<file path="src/rtl/rlt_pkg.sv">
`timescale 1ns / 1ps
// ----------------------------------------------------------------------------
// Recursive lock table package
// Field widths, request modes, result status codes and the lookup summary
// that passes from the slot match to the count update.
// ----------------------------------------------------------------------------
package rlt_pkg;

    localparam int MODE_W   = 2;
    localparam int ID_W     = 22;
    localparam int STATUS_W = 3;
    localparam int HOLD_W   = 16;
    localparam int SLOT_W   = 4;

    localparam logic [MODE_W-1:0] MODE_INIT   = 2'd0;
    localparam logic [MODE_W-1:0] MODE_LOCK   = 2'd1;
    localparam logic [MODE_W-1:0] MODE_UNLOCK = 2'd2;
    localparam logic [MODE_W-1:0] MODE_OTHER  = 2'd3;

    localparam logic [STATUS_W-1:0] ST_OK          = 3'd0;
    localparam logic [STATUS_W-1:0] ST_FULL        = 3'd1;
    localparam logic [STATUS_W-1:0] ST_BUSY        = 3'd2;
    localparam logic [STATUS_W-1:0] ST_FREE_UNLOCK = 3'd3;
    localparam logic [STATUS_W-1:0] ST_OVERFLOW    = 3'd4;

    typedef struct packed {
        logic full;   // no matching slot and no free slot
        logic claim;  // a free slot was taken for this group
    } lookup_t;

endpackage

</file>
<file path="src/rtl/rlt_if.sv">
`timescale 1ns / 1ps
// ----------------------------------------------------------------------------
// Recursive lock table channels
// Request and response channels with a valid/ready handshake.
// ----------------------------------------------------------------------------
interface rlt_req_if;
    logic                      valid;
    logic                      ready;
    logic [rlt_pkg::MODE_W-1:0] mode;
    logic [rlt_pkg::ID_W-1:0]   group_id;
    logic [rlt_pkg::ID_W-1:0]   thread_id;

    modport source (output valid, output mode, output group_id, output thread_id,
                    input ready);
    modport sink   (input valid, input mode, input group_id, input thread_id,
                    output ready);
endinterface

interface rlt_rsp_if;
    logic                         valid;
    logic                         ready;
    logic [rlt_pkg::STATUS_W-1:0] status;
    logic [rlt_pkg::HOLD_W-1:0]   hold_count;
    logic [rlt_pkg::SLOT_W-1:0]   slot_index;

    modport source (output valid, output status, output hold_count, output slot_index,
                    input ready);
    modport sink   (input valid, input status, input hold_count, input slot_index,
                    output ready);
endinterface

</file>
<file path="src/rtl/recursive_lock_table_top.sv">
`timescale 1ns / 1ps
// ----------------------------------------------------------------------------
// Recursive lock table
// One recursive lock per process group: slot match over all group ids,
// owner and count kept in a slot memory, one response word per request.
// ----------------------------------------------------------------------------
//   Channel  Direction  Word contents
//   req      in         mode, group_id, thread_id
//   rsp      out        status, hold_count, slot_index
//
// The slot match and memory read happen in the cycle a request is accepted;
// the count update, write-back and response follow in the next.
// One request is in flight at a time; the next may be accepted in the cycle
// the response is taken. A stalled response holds off new requests.
// Reset clears the in-use bits and the busy and response valid flags only;
// the slot memory needs no clearing.
module recursive_lock_table_top #(
    parameter int SLOTS      = 16,
    parameter int COUNT_BITS = 16
) (
    input  logic      clk,
    input  logic      rst_n,
    rlt_req_if.sink   req,
    rlt_rsp_if.source rsp
);

    localparam int IDX_W = (SLOTS > 1) ? $clog2(SLOTS) : 1;

    logic             accept;
    logic             busy;
    logic [IDX_W-1:0] idx;
    rlt_pkg::lookup_t lookup;

    assign req.ready = !busy && (!rsp.valid || rsp.ready);
    assign accept    = req.valid && req.ready;

    rlt_match #(
        .SLOTS (SLOTS),
        .IDX_W (IDX_W)
    ) u_match (
        .clk       (clk),
        .rst_n     (rst_n),
        .lookup_en (accept),
        .group_id  (req.group_id),
        .idx       (idx),
        .lookup    (lookup)
    );

    rlt_store #(
        .SLOTS      (SLOTS),
        .IDX_W      (IDX_W),
        .COUNT_BITS (COUNT_BITS)
    ) u_store (
        .clk       (clk),
        .rst_n     (rst_n),
        .accept    (accept),
        .idx       (idx),
        .lookup    (lookup),
        .mode      (req.mode),
        .thread_id (req.thread_id),
        .busy      (busy),
        .rsp       (rsp)
    );

endmodule

</file>
<file path="src/rtl/rlt_match.sv">
`timescale 1ns / 1ps
// ----------------------------------------------------------------------------
// Recursive lock table slot match
// Holds the in-use bits and group ids of all slots, compares a group id
// against every slot at once and claims the highest free slot on a miss.
// ----------------------------------------------------------------------------
module rlt_match #(
    parameter int SLOTS = 16,
    parameter int IDX_W = 4
) (
    input  logic                     clk,
    input  logic                     rst_n,
    input  logic                     lookup_en,
    input  logic [rlt_pkg::ID_W-1:0] group_id,
    output logic [IDX_W-1:0]         idx,
    output rlt_pkg::lookup_t         lookup
);

    logic [SLOTS-1:0]         used_reg;
    logic [rlt_pkg::ID_W-1:0] group_reg [SLOTS];

    logic [SLOTS-1:0] hit;
    logic             any_hit;
    logic             any_free;
    logic [IDX_W-1:0] hit_idx;
    logic [IDX_W-1:0] free_idx;

    always_comb
    begin
        for (int i = 0; i < SLOTS; i++)
        begin
            hit[i] = used_reg[i] && (group_reg[i] == group_id);
        end
    end

    // Lowest matching slot wins; highest free slot is the claim candidate.
    always_comb
    begin
        hit_idx  = '0;
        free_idx = '0;
        for (int i = SLOTS - 1; i >= 0; i--)
        begin
            if (hit[i])
            begin
                hit_idx = IDX_W'(i);
            end
        end
        for (int i = 0; i < SLOTS; i++)
        begin
            if (!used_reg[i])
            begin
                free_idx = IDX_W'(i);
            end
        end
    end

    assign any_hit  = |hit;
    assign any_free = ~&used_reg;

    assign lookup.full  = !any_hit && !any_free;
    assign lookup.claim = !any_hit && any_free;
    assign idx          = any_hit ? hit_idx : free_idx;

    always_ff @(posedge clk or negedge rst_n)
    begin
        if (!rst_n)
        begin
            used_reg <= '0;
        end
        else if (lookup_en && lookup.claim)
        begin
            used_reg[free_idx] <= 1'b1;
        end
    end

    always_ff @(posedge clk)
    begin
        if (lookup_en && lookup.claim)
        begin
            group_reg[free_idx] <= group_id;
        end
    end

endmodule

</file>
<file path="src/rtl/rlt_store.sv">
`timescale 1ns / 1ps
// ----------------------------------------------------------------------------
// Recursive lock table count store
// Owner and count memory with a registered read, the lock/unlock update
// and the response register.
// ----------------------------------------------------------------------------
module rlt_store #(
    parameter int SLOTS      = 16,
    parameter int IDX_W      = 4,
    parameter int COUNT_BITS = 16
) (
    input  logic                       clk,
    input  logic                       rst_n,
    input  logic                       accept,
    input  logic [IDX_W-1:0]           idx,
    input  rlt_pkg::lookup_t           lookup,
    input  logic [rlt_pkg::MODE_W-1:0] mode,
    input  logic [rlt_pkg::ID_W-1:0]   thread_id,
    output logic                       busy,
    rlt_rsp_if.source                  rsp
);

    localparam int ENTRY_W = rlt_pkg::ID_W + COUNT_BITS;
    localparam logic [COUNT_BITS-1:0] COUNT_MAX = '1;

    // Owner in the upper bits, count in the lower bits.
    logic [ENTRY_W-1:0] mem [SLOTS];
    logic [ENTRY_W-1:0] rd_data_reg;

    logic                       busy_reg;
    logic [IDX_W-1:0]           idx_reg;
    rlt_pkg::lookup_t           lookup_reg;
    logic [rlt_pkg::MODE_W-1:0] mode_reg;
    logic [rlt_pkg::ID_W-1:0]   tid_reg;

    logic                         out_valid_reg;
    logic [rlt_pkg::STATUS_W-1:0] status_reg;
    logic [rlt_pkg::HOLD_W-1:0]   hold_reg;
    logic [rlt_pkg::SLOT_W-1:0]   slot_reg;

    logic [rlt_pkg::ID_W-1:0]   rd_owner;
    logic [COUNT_BITS-1:0]      cur_count;
    logic [rlt_pkg::ID_W-1:0]   owner_next;
    logic [COUNT_BITS-1:0]      count_next;
    logic [rlt_pkg::STATUS_W-1:0] status_next;
    logic                       wr_en;

    assign rd_owner = rd_data_reg[ENTRY_W-1:COUNT_BITS];
    // A freshly claimed slot starts from zero whatever the memory holds.
    assign cur_count = lookup_reg.claim ? '0 : rd_data_reg[COUNT_BITS-1:0];

    always_comb
    begin
        owner_next  = rd_owner;
        count_next  = cur_count;
        status_next = rlt_pkg::ST_OK;
        case (mode_reg)
            rlt_pkg::MODE_LOCK:
            begin
                if (cur_count == '0 || rd_owner == tid_reg)
                begin
                    if (cur_count == COUNT_MAX)
                    begin
                        status_next = rlt_pkg::ST_OVERFLOW;
                    end
                    else
                    begin
                        count_next = cur_count + COUNT_BITS'(1);
                        owner_next = tid_reg;
                    end
                end
                else
                begin
                    status_next = rlt_pkg::ST_BUSY;
                end
            end
            rlt_pkg::MODE_UNLOCK:
            begin
                if (cur_count == '0)
                begin
                    status_next = rlt_pkg::ST_FREE_UNLOCK;
                end
                else
                begin
                    count_next = cur_count - COUNT_BITS'(1);
                end
            end
            default:
            begin
                status_next = rlt_pkg::ST_OK;
            end
        endcase
    end

    assign wr_en = busy_reg && !lookup_reg.full;

    always_ff @(posedge clk)
    begin
        if (wr_en)
        begin
            mem[idx_reg] <= {owner_next, count_next};
        end
        if (accept)
        begin
            rd_data_reg <= mem[idx];
        end
    end

    always_ff @(posedge clk or negedge rst_n)
    begin
        if (!rst_n)
        begin
            busy_reg      <= 1'b0;
            out_valid_reg <= 1'b0;
        end
        else
        begin
            busy_reg <= accept;
            if (busy_reg)
            begin
                out_valid_reg <= 1'b1;
            end
            else if (rsp.ready)
            begin
                out_valid_reg <= 1'b0;
            end
        end
    end

    always_ff @(posedge clk)
    begin
        if (accept)
        begin
            idx_reg    <= idx;
            lookup_reg <= lookup;
            mode_reg   <= mode;
            tid_reg    <= thread_id;
        end
        if (busy_reg)
        begin
            if (lookup_reg.full)
            begin
                status_reg <= rlt_pkg::ST_FULL;
                hold_reg   <= '0;
                slot_reg   <= '0;
            end
            else
            begin
                status_reg <= status_next;
                hold_reg   <= rlt_pkg::HOLD_W'(count_next);
                slot_reg   <= rlt_pkg::SLOT_W'(idx_reg);
            end
        end
    end

    assign busy           = busy_reg;
    assign rsp.valid      = out_valid_reg;
    assign rsp.status     = status_reg;
    assign rsp.hold_count = hold_reg;
    assign rsp.slot_index = slot_reg;

endmodule

</file>
<file path="src/flat_wrapper.sv">
// flat-port wrapper written by rule: the top's interface ports become plain ports
module recursive_lock_table_top_flat 
#(
    parameter int SLOTS      = 16,
    parameter int COUNT_BITS = 16
)
  (clk, rst_n, req_valid, req_mode, req_group_id, req_thread_id, req_ready, rsp_valid, rsp_status, rsp_hold_count, rsp_slot_index, rsp_ready);
  rlt_req_if req_i ();
  rlt_rsp_if rsp_i ();
  input  logic clk;
  input  logic rst_n;
  input wire logic [$bits(req_i.valid)-1:0] req_valid;
  input wire logic [$bits(req_i.mode)-1:0] req_mode;
  input wire logic [$bits(req_i.group_id)-1:0] req_group_id;
  input wire logic [$bits(req_i.thread_id)-1:0] req_thread_id;
  output wire logic [$bits(req_i.ready)-1:0] req_ready;
  output wire logic [$bits(rsp_i.valid)-1:0] rsp_valid;
  output wire logic [$bits(rsp_i.status)-1:0] rsp_status;
  output wire logic [$bits(rsp_i.hold_count)-1:0] rsp_hold_count;
  output wire logic [$bits(rsp_i.slot_index)-1:0] rsp_slot_index;
  input wire logic [$bits(rsp_i.ready)-1:0] rsp_ready;
  assign req_i.valid = req_valid;
  assign req_i.mode = req_mode;
  assign req_i.group_id = req_group_id;
  assign req_i.thread_id = req_thread_id;
  assign req_ready = req_i.ready;
  assign rsp_valid = rsp_i.valid;
  assign rsp_status = rsp_i.status;
  assign rsp_hold_count = rsp_i.hold_count;
  assign rsp_slot_index = rsp_i.slot_index;
  assign rsp_i.ready = rsp_ready;
  recursive_lock_table_top #(.SLOTS(SLOTS), .COUNT_BITS(COUNT_BITS)) u_core (.clk(clk), .rst_n(rst_n), .req(req_i), .rsp(rsp_i));
endmodule
</file>
<file path="config.mk">
export PLATFORM = sky130hd
export DESIGN_NAME = recursive_lock_table_top_flat
export DESIGN_NICKNAME = d
export VERILOG_FILES = /design/src/rtl/rlt_pkg.sv /design/src/rtl/rlt_if.sv /design/src/rtl/recursive_lock_table_top.sv /design/src/rtl/rlt_match.sv /design/src/rtl/rlt_store.sv /design/src/flat_wrapper.sv
export SDC_FILE = /design/constraint.sdc
export NUM_CORES = 1
export LEC_CHECK = 0
export ABC_CLOCK_PERIOD_IN_PS = 6620
export BUFFER_PORTS_ARGS = -buffer_cell sky130_fd_sc_hd__buf_2
export CAP_MARGIN = 20
export CELL_PAD_IN_SITES_DETAIL_PLACEMENT = 1
export CELL_PAD_IN_SITES_GLOBAL_PLACEMENT = 1
export CORE_MARGIN = 10
export CORE_UTILIZATION = 31
export DETAILED_ROUTE_END_ITERATION = 6
export GPL_TIMING_DRIVEN = 0
export HOLD_SLACK_MARGIN = 0.12
export PLACE_DENSITY_LB_ADDON = 0.1
export SYNTH_ARGS = -nofsm -noshare
export SYNTH_HDL_FRONTEND = slang
export SYNTH_SLANG_ARGS = --single-unit
export TNS_END_PERCENT = 50
</file>
<file path="constraint.sdc">
create_clock -name clk -period 6.62 [get_ports clk]
set_input_delay 0.331 -clock clk [delete_from_list [all_inputs] [get_ports clk]]
set_output_delay 0.331 -clock clk [all_outputs]
set_load 0.02 [all_outputs]
</file>
==> flow_summary_export.csv, run 1 <==
group,metric,value,unit
timing,clock-skew-final,0.03626,ns
finish,layout.nets,3530,
floorplanning,core,148000,sq um
global_route,grt_pass1_wl,245.5,mm
yosys,synth_area,46220,sq um
cts,cts_sinks,1069,
power,vdd_drop_max,0.0002644,V
timing,relSlewSlack,24.40,%
yosys,synthTopCellsByArea,"edfxtp_1 68%, xor2_1 4.5%, nand3_1 3.5%",
global_route,grt_pass1_vias,31710,
finish,fin_util,36.73,%
routing,first_pass_iters,5,
finish,drive_above_1_share,14.67,%
yosys,yosysSeqAreaShare,69.25,%
yosys,synth_edf_count,1051,
routing,drt_wl_total,175.3,mm
cts,cts-buffers-inserted,120,
routing,drtIter0Drc,2290,
finish,final_area,54360,sq um
worst_setup_path,arrival,6.45,ns
routing,viasPerCell,5.367,
place,dp_cells,5255,
cts,cts_root_buf,"clkbuf_16",
global_route,grt_max_degree,41,
yosys,ys_warn_count,0,
timing,worstMarginPinSlew,1.134,ns
cts,cts_setup_buffers,0,
finish,num_antenna_cells,0,
floorplanning,io_pins,75,
timing,finalCriticalPeriod,6.112,ns
timing,finalCritPeriodShare,92.33,%
worst_setup_path,start_kind,"flop",
yosys,synth_cell_type_count,76,
finish,area_delta_synth_final,17.62,%
yosys,yosysMostFrequentCell,"edfxtp_1",
timing,setup_viol,0,
worst_setup_path,path_max_fanout,16,
place,dpl.hpwl,117.9,mm
timing,fmax,0.1636,GHz
worst_setup_path,criticalPathCategory,"flop to flop",
yosys,synth_seq_cells,1069,
cts,clkLatencyLatePin,0.75,ns
place,port_buffers,74,
floorplanning,fp.dieW,406.1,um
run_status,status,"finished, final reports clean",
yosys,ys_top_cells_by_count,"1051 x edfxtp_1, 326 x nand3_1, 237 x xor2_1",
place,placed_area,50320,sq um
floorplanning,dieArea,165000,sq um
cts,cts.clk_slew.worst_paths,0.06,ns
yosys,syn_nets,3233,
finish,largest_register_ffs,608,
cts,cts_max_path_buffers,3,
timing,drv_slew,0,
power,p_leak,17.86,nW
yosys,synthCells,3179,
worst_hold_path,hold_path_class,"primary input to flop",
job,maxCapViolations,0,
routing,via_count,29560,
finish,fill_cells,15040,
cts,cts_tree,"done",
yosys,synth_top_cell_by_area,"edfxtp_1",
routing,antenna_left,0,
floorplanning,initial_core_util,31.23,%
place,gp_congestion,0.8588,
worst_setup_path,path_delay_family,"simple AND/OR/NAND/NOR gates",
worst_setup_path,path_buf_inv,2,
worst_setup_path,cp.required,6.96,ns
power,powerDensity,418.5,nW/um^2
yosys,netlist.area_leader.share,68.28,%
worst_setup_path,crit_chain,"xnor2_1 > nand4_1 > nor4_1 > a41oi_1 > nor2_1 > and4_1 > clkbuf_1 > nand2_1 > nor3_1 > mux2i_1 > a222oi_1 > inv_1",
timing,rsz0062_at_grt,"no",
timing,worst_slack,0.5075,ns
yosys,async_flop_share,1.684,%
cts,htree_levels,3,
worst_setup_path,cp-end-kind,"flop",
floorplanning,fp-row-count,141,
global_route,antenna_found_initial,7,
timing,setup_tns,0,ns
timing,hold_violations,0,
yosys,syn_area_per_cell,14.54,sq um
timing,holdWs,0.1817,ns
routing,drc,0,
power,total_power,22.75,mW
routing,wl_per_cell,31.83,um
worst_setup_path,cpPeakStageDelay,0.70,ns
floorplanning,die_h,406.1,um
worst_setup_path,crit_slowest_cell,"nor4_1",
yosys,ys.flop_type,"edfxtp_1",
finish,instances_no_fill,5508,
place,preCtsSetupSlack,-0.04789,ns
global_route,grt.overflow.total,0,
global_route,gr-usage-all-layers,20.93,%
[report_power, final]
part	switching (mW)	internal, mW	total (mW)	leakage (nW)
logic	5.34	2.34	7.68	6.24
clock network	2.78	3.72	6.49	1.84
registers	0.296	8.28	8.58	9.78
total	8.42	14.3	22.8	17.9
[per-layer routing]
metal	up-vias	track usage, %	share of wire [%]	routed length, um
met2	793	36.58	50	87360
met5	-	0	0	0
met1	15620	26.53	42	74220
met3	267	2.707	4.2	7420
met4	0	7.250	3.6	6324
li1	12880	-	-	-
[placed cells by master (no fill, tap or decap), types with 17 or more instances in the layout]
| cell type | netlist | routed |
|---|---|---|
| clkinv_1 | 0 | 41 |
| mux2_2 | 26 | 26 |
| o21ai_0 | 145 | 144 |
| nor4_1 | 91 | 90 |
| a22o_1 | 36 | 36 |
| inv_1 | 33 | 33 |
| nand2_1 | 167 | 167 |
| xor2_1 | 237 | 237 |
| nor2_1 | 80 | 54 |
| dlygate4sd3_1 | 0 | 29 |
| clkinv_2 | 0 | 21 |
| edfxtp_1 | 1051 | 1051 |
| a32o_1 | 47 | 47 |
| nand4_1 | 90 | 90 |
| xnor2_1 | 140 | 140 |
| buf_2 | 30 | 106 |
| buf_8 | 4 | 21 |
| buf_4 | 26 | 33 |
| clkbuf_16 | 0 | 123 |
| buf_12 | 2 | 17 |
| o211ai_1 | 29 | 29 |
| buf_6 | 25 | 49 |
| a21oi_1 | 22 | 20 |
| mux2i_1 | 133 | 133 |
| nand2b_1 | 23 | 23 |
| nor3_1 | 39 | 32 |
| or3_1 | 19 | 19 |
| dfrtp_1 | 18 | 18 |
| clkbuf_1 | 74 | 98 |
| nor2b_1 | 32 | 32 |
| nand3_1 | 326 | 326 |
[final timing paths]
kind | to | slack [ns] | depth (start not counted) | start
setup / recovery | u_core.u_store.mem[6][11] | 0.51 | 12 | u_core.u_store.tid_reg[7]
hold / removal | u_core.u_match.group_reg[13][17] | 0.18 | 1 | req_group_id[17]
setup reg to reg | u_core.u_store.mem[6][11] | 0.51 | 12 | u_core.u_store.tid_reg[7]
hold reg to reg | u_core.u_store.rsp.valid | 0.51 | 2 | u_core.u_store.rsp.valid
max in group asynchronous | u_core.u_match.used_reg[14] | 4.78 | 4 | rst_n
min in group asynchronous | u_core.u_match.used_reg[15] | 0.66 | 3 | rst_n
[cell families after synthesis]
family,synth area share [%]
flops,69.25
simple gates,11.55
xor+xnor,7.214
compound gates,5.777
buf+inv,2.580
mux,3.514
fa+ha+maj,0.1083
[worst register-to-register path, stage by stage (launching register included)]
cell and delay (ns):
edfxtp_1 0.49, xnor2_1 0.67, nand4_1 0.22, nor4_1 0.70, a41oi_1 0.46, nor2_1 0.59, and4_1 0.28, clkbuf_1 0.30
nand2_1 0.27, nor3_1 0.58, mux2i_1 0.17, a222oi_1 0.52, inv_1 0.48
[timing repair]
| action | CTS | global route |
|---|---|---|
| hold endpoints to repair | 53 | 0 |
| hold buffers | 29 | 0 |
| resized for setup | 0 | 0 |
[area by class of cell]
type	instances	area [sq um]	share of cell area, %
inverter	33	123.9	0.2278
clock buffer	148	3172	5.834
multi-input combinational	1899	13220	24.32
tap	1930	2415	4.442
timing repair buffer	175	1764	3.245
sequential	1069	32010	58.88
buffer	178	1074	1.975
clock inverter	76	581.8	1.070
Power figures use the tool's default switching activity.
==> run 2: changes to the inputs <==
--- a/config.mk
+++ b/config.mk
@@ -5,7 +5,7 @@
 export SDC_FILE = /design/constraint.sdc
 export NUM_CORES = 1
 export LEC_CHECK = 0
-export ABC_CLOCK_PERIOD_IN_PS = 6620
+export ABC_CLOCK_PERIOD_IN_PS = 5100
 export BUFFER_PORTS_ARGS = -buffer_cell sky130_fd_sc_hd__buf_2
 export CAP_MARGIN = 20
 export CELL_PAD_IN_SITES_DETAIL_PLACEMENT = 1
==> constraint.sdc (replaced) <==
create_clock -name clk -period 5.1 [get_ports clk]
set_input_delay 0.255 -clock clk [delete_from_list [all_inputs] [get_ports clk]]
set_output_delay 0.255 -clock clk [all_outputs]
set_load 0.02 [all_outputs]
==> run 2 against run 1 <==
Against the previous run:
- critical path depth increased by 2
- fmax increased by 24%
- sequential cell count unchanged
- die area unchanged
- register-to-register slack got worse by 0.33 ns
- clock power increased by 37%
- wire length increased by 3.9%
- non-clock buffer count increased by 54
- combinational power increased by 33%
- cell area increased by 2.3%
- critical path type unchanged
- largest cell class unchanged
- largest power group unchanged
==> flow_summary_export.csv, run 2 (same netlist as run 1, synthesis figures left out) <==
group,metric,value,unit
run_status,status,"finished, final reports clean",
global_route,gr-usage-all-layers,21.74,%
floorplanning,dieArea,165000,sq um
cts,cts_sinks,1069,
place,dpl.hpwl,118.2,mm
floorplanning,fp-row-count,141,
timing,clock-skew-final,0.04651,ns
power,power_frac_clock,29.4,%
global_route,use_met2,36.59,%
finish,fin_util,37.57,%
timing,finalCritPeriodShare,96.60,%
global_route,grt_use_met1,28.37,%
finish,regArea,32010,sq um
routing,antenna_left,0,
place,preCtsSetupSlack,-1.377,ns
routing,drc,0,
floorplanning,io_pins,75,
finish,area_delta_synth_final,20.32,%
cts,cts_root_buf,"clkbuf_16",
routing,via_count,30280,
worst_hold_path,min-delay-start,"req_thread_id[11]",
finish,drive_above_1_share,16.68,%
floorplanning,initial_core_util,31.23,%
worst_hold_path,hold_path_class,"primary input to flop",
floorplanning,die_h,406.1,um
worst_setup_path,criticalPathCategory,"flop to flop",
global_route,busiest_layer,"met2",
timing,rsz0062_at_grt,"yes",
timing,hold_violations,0,
timing,relSlewSlack,32.59,%
worst_setup_path,worstRegToRegCells,14,
worst_setup_path,rrSetupSlack,0.17,ns
place,gp_congestion,0.8426,
finish,layout.cells.most_common,"edfxtp_1",
routing,drtIter0Drc,2562,
timing,worst_slack,0.1732,ns
worst_setup_path,r2r-end,"u_core.u_store.rd_data_reg[27]",
cts,cts_max_path_buffers,3,
timing,fmax,0.2030,GHz
floorplanning,fp.dieW,406.1,um
finish,layout.nets,3594,
cts,cts_tree,"done",
worst_hold_path,min_path_cells,2,
place,port_buffers,74,
routing,first_pass_iters,5,
worst_setup_path,arrival,5.43,ns
worst_hold_path,min_delay_worst_endpoint,"u_core.u_store.tid_reg[11]",
worst_setup_path,crit_chain,"xnor2_1 > nand2_1 > or3b_2 > or4_1 > and4b_1 > or4b_1 > buf_2 > nor2_2 > nor3_2 > buf_8 > clkbuf_1 > nand3_1 > nand4_1 > a211oi_2",
power,powerDensity,543.7,nW/um^2
power,seqPwrFrac,36.8,%
power,switching_share,36.95,%
routing,drt_wl_total,182.2,mm
global_route,antenna_found_initial,8,
timing,setup_tns,0,ns
timing,worstMarginPinSlew,1.001,ns
finish,layout_common_cells,"1051 x edfxtp_1, 326 x nand3_1, 237 x xor2_1",
job,maxCapViolations,0,
power,p_leak,18.45,nW
timing,finalCriticalPeriod,4.927,ns
worst_setup_path,cp.required,5.60,ns
finish,largest_register_ffs,608,
global_route,grt_max_degree,74,
power,p_int,19.06,mW
cts,cts-buffers-inserted,130,
global_route,grt_pass1_vias,31730,
timing,setup_viol,0,
finish,fill_cells,15060,
floorplanning,core,148000,sq um
worst_setup_path,path_max_fanout,10,
timing,drv_slew,0,
power,power_switching,11.17,mW
worst_setup_path,cpPeakStageDelay,0.69,ns
worst_setup_path,start_kind,"flop",
worst_setup_path,r2r_start,"u_core.u_match.group_reg[1][17]",
power,vdd_drop_max,0.0002797,V
cts,cts.clk_slew.worst_paths,0.06,ns
finish,multi_input_area,13310,sq um
cts,clkLatencyLatePin,0.77,ns
worst_setup_path,cp-end-kind,"flop",
worst_setup_path,crit_slowest_cell,"clkbuf_1",
global_route,grt.overflow.total,0,
global_route,grt_pass1_wl,252.4,mm
finish,instances_no_fill,5572,
routing,viasPerCell,5.434,
power,combPwrFrac,33.7,%
cts,htree_levels,4,
routing,wl_per_cell,32.69,um
global_route,use_met3,3.135,%
place,dp_cells,5262,
[run 2: changes by cell type in the layout (fill, tap and decap cells not counted), sizes merged]
cell / change
buf: +30
bufinv: -3
clkbuf: +34
clkinv: -26
clkinvlp: -1
diode: +4
dlygate4sd3: +20
inv: +6
[run 2: area by class of cell]
cell class	instances	share of cell area [%]
diodes	4	0.01800
clock inverters	52	0.8639
well taps	1930	4.342
multi-input cells	1899	23.93
repair buffers	229	4.713
plain buffers	178	2.013
inverters	33	0.2227
flip-flops and latches	1069	57.56
clock buffers	178	6.344
[run 2: timing repair]
item,CTS,global route
setup endpoints to repair,231,149
hold buffers,72,0
setup buffers,4,0
resized for setup,50,25
pin swaps,2,0
endpoints found under the hold margin,395,0
[run 2: worst max-delay path by stage]
stage / from / endpoint / slack [ns]
finish: u_core.u_match.group_reg[1][17] / u_core.u_store.rd_data_reg[27] / 0.17
global placement: u_core.u_store.busy / u_core.u_store.mem[8][30] / -4.40
global route: u_core.u_match.group_reg[3][4] / u_core.u_store.rd_data_reg[27] / -0.01
floorplan: u_core.u_store.busy / u_core.u_match.group_reg[14][0] / 0.23
CTS: u_core.u_match.group_reg[9][18] / u_core.u_store.rd_data_reg[0] / 0.03
detailed placement: req_group_id[15] / u_core.u_store.rd_data_reg[31] / -1.38
[run 2: power by group through the flow]
stage | registers [mW] | clock network [mW] | logic [mW]
3_3_place_gp | 11.3 | 0 | 9.75
2_1_floorplan | 11.2 | 0 | 5.71
5_1_grt | 11.2 | 9.43 | 10.9
4_1_cts | 11.1 | 9.07 | 10.3
3_5_place_dp | 11.3 | 0 | 10.1
6_report | 11.1 | 8.90 | 10.2
[run 2: per-layer routing]
| layer | vias up | wire (um) |
|---|---|---|
| met3 | 299 | 8992 |
| met2 | 982 | 87920 |
| li1 | 13040 | - |
| met1 | 15960 | 78350 |
| met5 | - | 13 |
| met4 | 2 | 6891 |
[run 2: critical path: cells and delay by family, from the launching register on]
family	cells	cell delay [ns]
AOI/OAI and AO/OA	1	0.06
DFF	1	0.37
xor gates and xnor gates	1	0.27
and+or+nand+nor	9	2.84
buffers and inverters	3	1.12
[run 2: per-stage QoR]
stage	hold WS (ns)	instance area, sq um	total power [mW]
CTS	0.1477	55570	30.47
detailed placement	0.3254	50430	21.42
global placement	0.3258	49010	21.08
global route	0.1677	55610	31.49
finish	0.1978	55620	30.24
floorplan	-0.04059	46220	16.88
==> run 3: changes to the inputs <==
==> constraint.sdc (replaced) <==
create_clock -name clk -period 5.1 [get_ports clk]
set_input_delay 1.275 -clock clk [delete_from_list [all_inputs] [get_ports clk]]
set_output_delay 1.275 -clock clk [all_outputs]
set_load 0.02 [all_outputs]
==> run 3 against run 2 <==
Against the previous run:
- clock skew increased by 0.0032 ns
- critical path depth increased by 4
- clock power decreased by 5.7%
- die area unchanged
- first-iteration DRC count decreased by 21%
- total power decreased by 0.70%
- hold slack improved by 0.32 ns
- wire length decreased by 5.7%
- global-route usage decreased by 1.2 points
- non-clock buffer count decreased by 93
- setup slack got worse by 0.093 ns
- sequential share of layout area increased by 0.69 points
- critical path type is now primary input to flop
==> flow_summary_export.csv, run 3 (same netlist as run 1, synthesis figures left out) <==
group,metric,value,unit
finish,area_delta_synth_final,18.90,%
floorplanning,fp.dieW,406.1,um
floorplanning,fp-row-count,141,
routing,drc,0,
run_status,status,"finished, final reports clean",
timing,finalCritPeriodShare,98.42,%
floorplanning,io_pins,75,
finish,largest_register_ffs,608,
cts,cts_max_path_buffers,3,
finish,layout.nets,3490,
worst_setup_path,rrSetupSlack,0.29,ns
finish,regArea,32010,sq um
finish,layout_common_cells,"1051 x edfxtp_1, 326 x nand3_1, 235 x xor2_1",
timing,setup_viol,0,
global_route,gr-usage-all-layers,20.54,%
worst_setup_path,cp-end-kind,"flop",
routing,via_count,29290,
place,port_buffers,74,
worst_setup_path,path_max_fanout,17,
timing,relSlewSlack,26.50,%
global_route,grt_pass1_wl,241.9,mm
cts,postCtsHoldBufs,0,
worst_setup_path,criticalPathCategory,"primary input to flop",
routing,antenna_left,0,
finish,fin_util,37.13,%
worst_setup_path,path_buf_inv,7,
routing,wl_per_cell,31.40,um
worst_setup_path,arrival,5.59,ns
finish,num_antenna_cells,0,
timing,fmax,0.1992,GHz
timing,clock-skew-final,0.04971,ns
cts,cts_tree,"done",
finish,layout.cells.most_common,"edfxtp_1",
power,powerDensity,546.4,nW/um^2
cts,cts-buffers-inserted,119,
timing,holdWs,0.5159,ns
cts,htree_levels,3,
cts,cts.clk_slew.worst_paths,0.06,ns
worst_setup_path,start_kind,"primary input",
floorplanning,die_h,406.1,um
cts,cts_sinks,1069,
worst_setup_path,path_delay_family,"simple AND/OR/NAND/NOR gates",
finish,instances_no_fill,5468,
floorplanning,initial_core_util,31.23,%
power,total_power,30.03,mW
power,p_leak,18.18,nW
routing,viasPerCell,5.357,
routing,drt_wl_total,171.7,mm
place,dp_cells,5255,
worst_hold_path,hold_path_class,"flop to flop",
floorplanning,core,148000,sq um
global_route,antenna_found_initial,3,
finish,multi_input_area,13500,sq um
cts,cts_root_buf,"clkbuf_16",
timing,worstMarginPinSlew,1.103,ns
power,vdd_drop_max,0.0003283,V
place,dpl.hpwl,117.8,mm
timing,hold_violations,0,
global_route,grt_max_degree,73,
timing,rsz0062_at_grt,"yes",
global_route,grt_pass1_vias,31780,
place,gp_congestion,0.8520,
worst_setup_path,crit_chain,"buf_12 > buf_12 > buf_8 > xor2_1 > nor4_1 > nand3_1 > nor4_2 > or4b_1 > or4b_1 > buf_2 > nor2_4 > buf_4 > buf_6 > buf_6 > o21ai_0 > nand3_1 > nand4_1 > a211oi_2",
timing,drv_slew,0,
finish,fill_cells,15110,
worst_setup_path,crit_slowest_cell,"or4b_1",
cts,clkLatencyLatePin,0.77,ns
global_route,grt.overflow.total,0,
worst_setup_path,cp.required,5.67,ns
worst_setup_path,cpPeakStageDelay,0.58,ns
finish,drive_above_1_share,17.33,%
floorplanning,dieArea,165000,sq um
routing,drtIter0Drc,2035,
timing,finalCriticalPeriod,5.020,ns
routing,first_pass_iters,5,
job,maxCapViolations,0,
-- run 3: cell types whose count changed in the layout (fill, tap and decap cells not counted), moves of 14 or more --
cell and delta:
buf_2 -14, clkbuf_4 +17, clkbuf_1 -36, buf_12 -17
buf_4 -28, clkbuf_2 +16, dlygate4sd3_1 -49
-- run 3: worst min-delay path, cell delays in order (launching register included) --
cell and delay (ns):
dfrtp_1 0.34, a21oi_1 0.09, inv_1 0.05
-- run 3: path summary, 6_finish.rpt --
check | cells past startpoint | to | from
min reg2reg | 2 | u_core.u_store.rsp.valid | u_core.u_store.rsp.valid
min in group asynchronous | 1 | u_core.u_match.used_reg[6] | rst_n
max in group asynchronous | 1 | u_core.u_match.used_reg[0] | rst_n
min | 2 | u_core.u_store.rsp.valid | u_core.u_store.rsp.valid
max | 18 | u_core.u_store.rd_data_reg[0] | req_group_id[0]
max reg2reg | 12 | u_core.u_store.mem[4][11] | u_core.u_store.tid_reg[6]
-- run 3: metal layers --
layer  share of wire (%)  vias to the layer above  track usage, %
li1                    -                    12830               -
met1                  44                    15520           26.47
met2                  49                      690           35.73
met3                 4.1                      257           2.954
met4                 3.0                        0           5.925
met5                   0                        -               0
-- run 3: repair_timing --
action | in CTS | in global routing
hold endpoints to repair | 0 | 0
setup endpoints to repair | 715 | 268
pin swaps | 6 | 1
gates resized for setup | 213 | 66
buffers inserted | 7 | 0
gates cloned | 0 | 0
-- run 3: cell type report --
class / count / area share (%)
sequential: 1069 / 58.24
inverter: 33 / 0.2254
clock buffer: 162 / 5.789
multi-input combinational: 1899 / 24.57
tap: 1930 / 4.394
clock inverter: 61 / 0.9812
buffer: 160 / 2.468
timing repair buffer: 154 / 3.326
-- run 3: power breakdown --
group          internal (mW)  total [mW]  switching, mW  leakage, nW
clock network           4.75        8.39           3.64         1.81
registers               10.7        11.1          0.394         9.78
logic                   3.39        10.5           7.10         6.59
-- run 3: per-stage QoR --
step | cell area [sq um] | setup WS (ns) | TNS (ns)
detailed placement | 50420 | -2.613 | -677.85
floorplan | 46240 | 0.3780 | 0
global placement | 49020 | -4.416 | -2496.24
CTS | 54770 | -0.001632 | -0.001632
finish | 54960 | 0.08040 | 0
global route | 54960 | -0.009379 | -0.06317
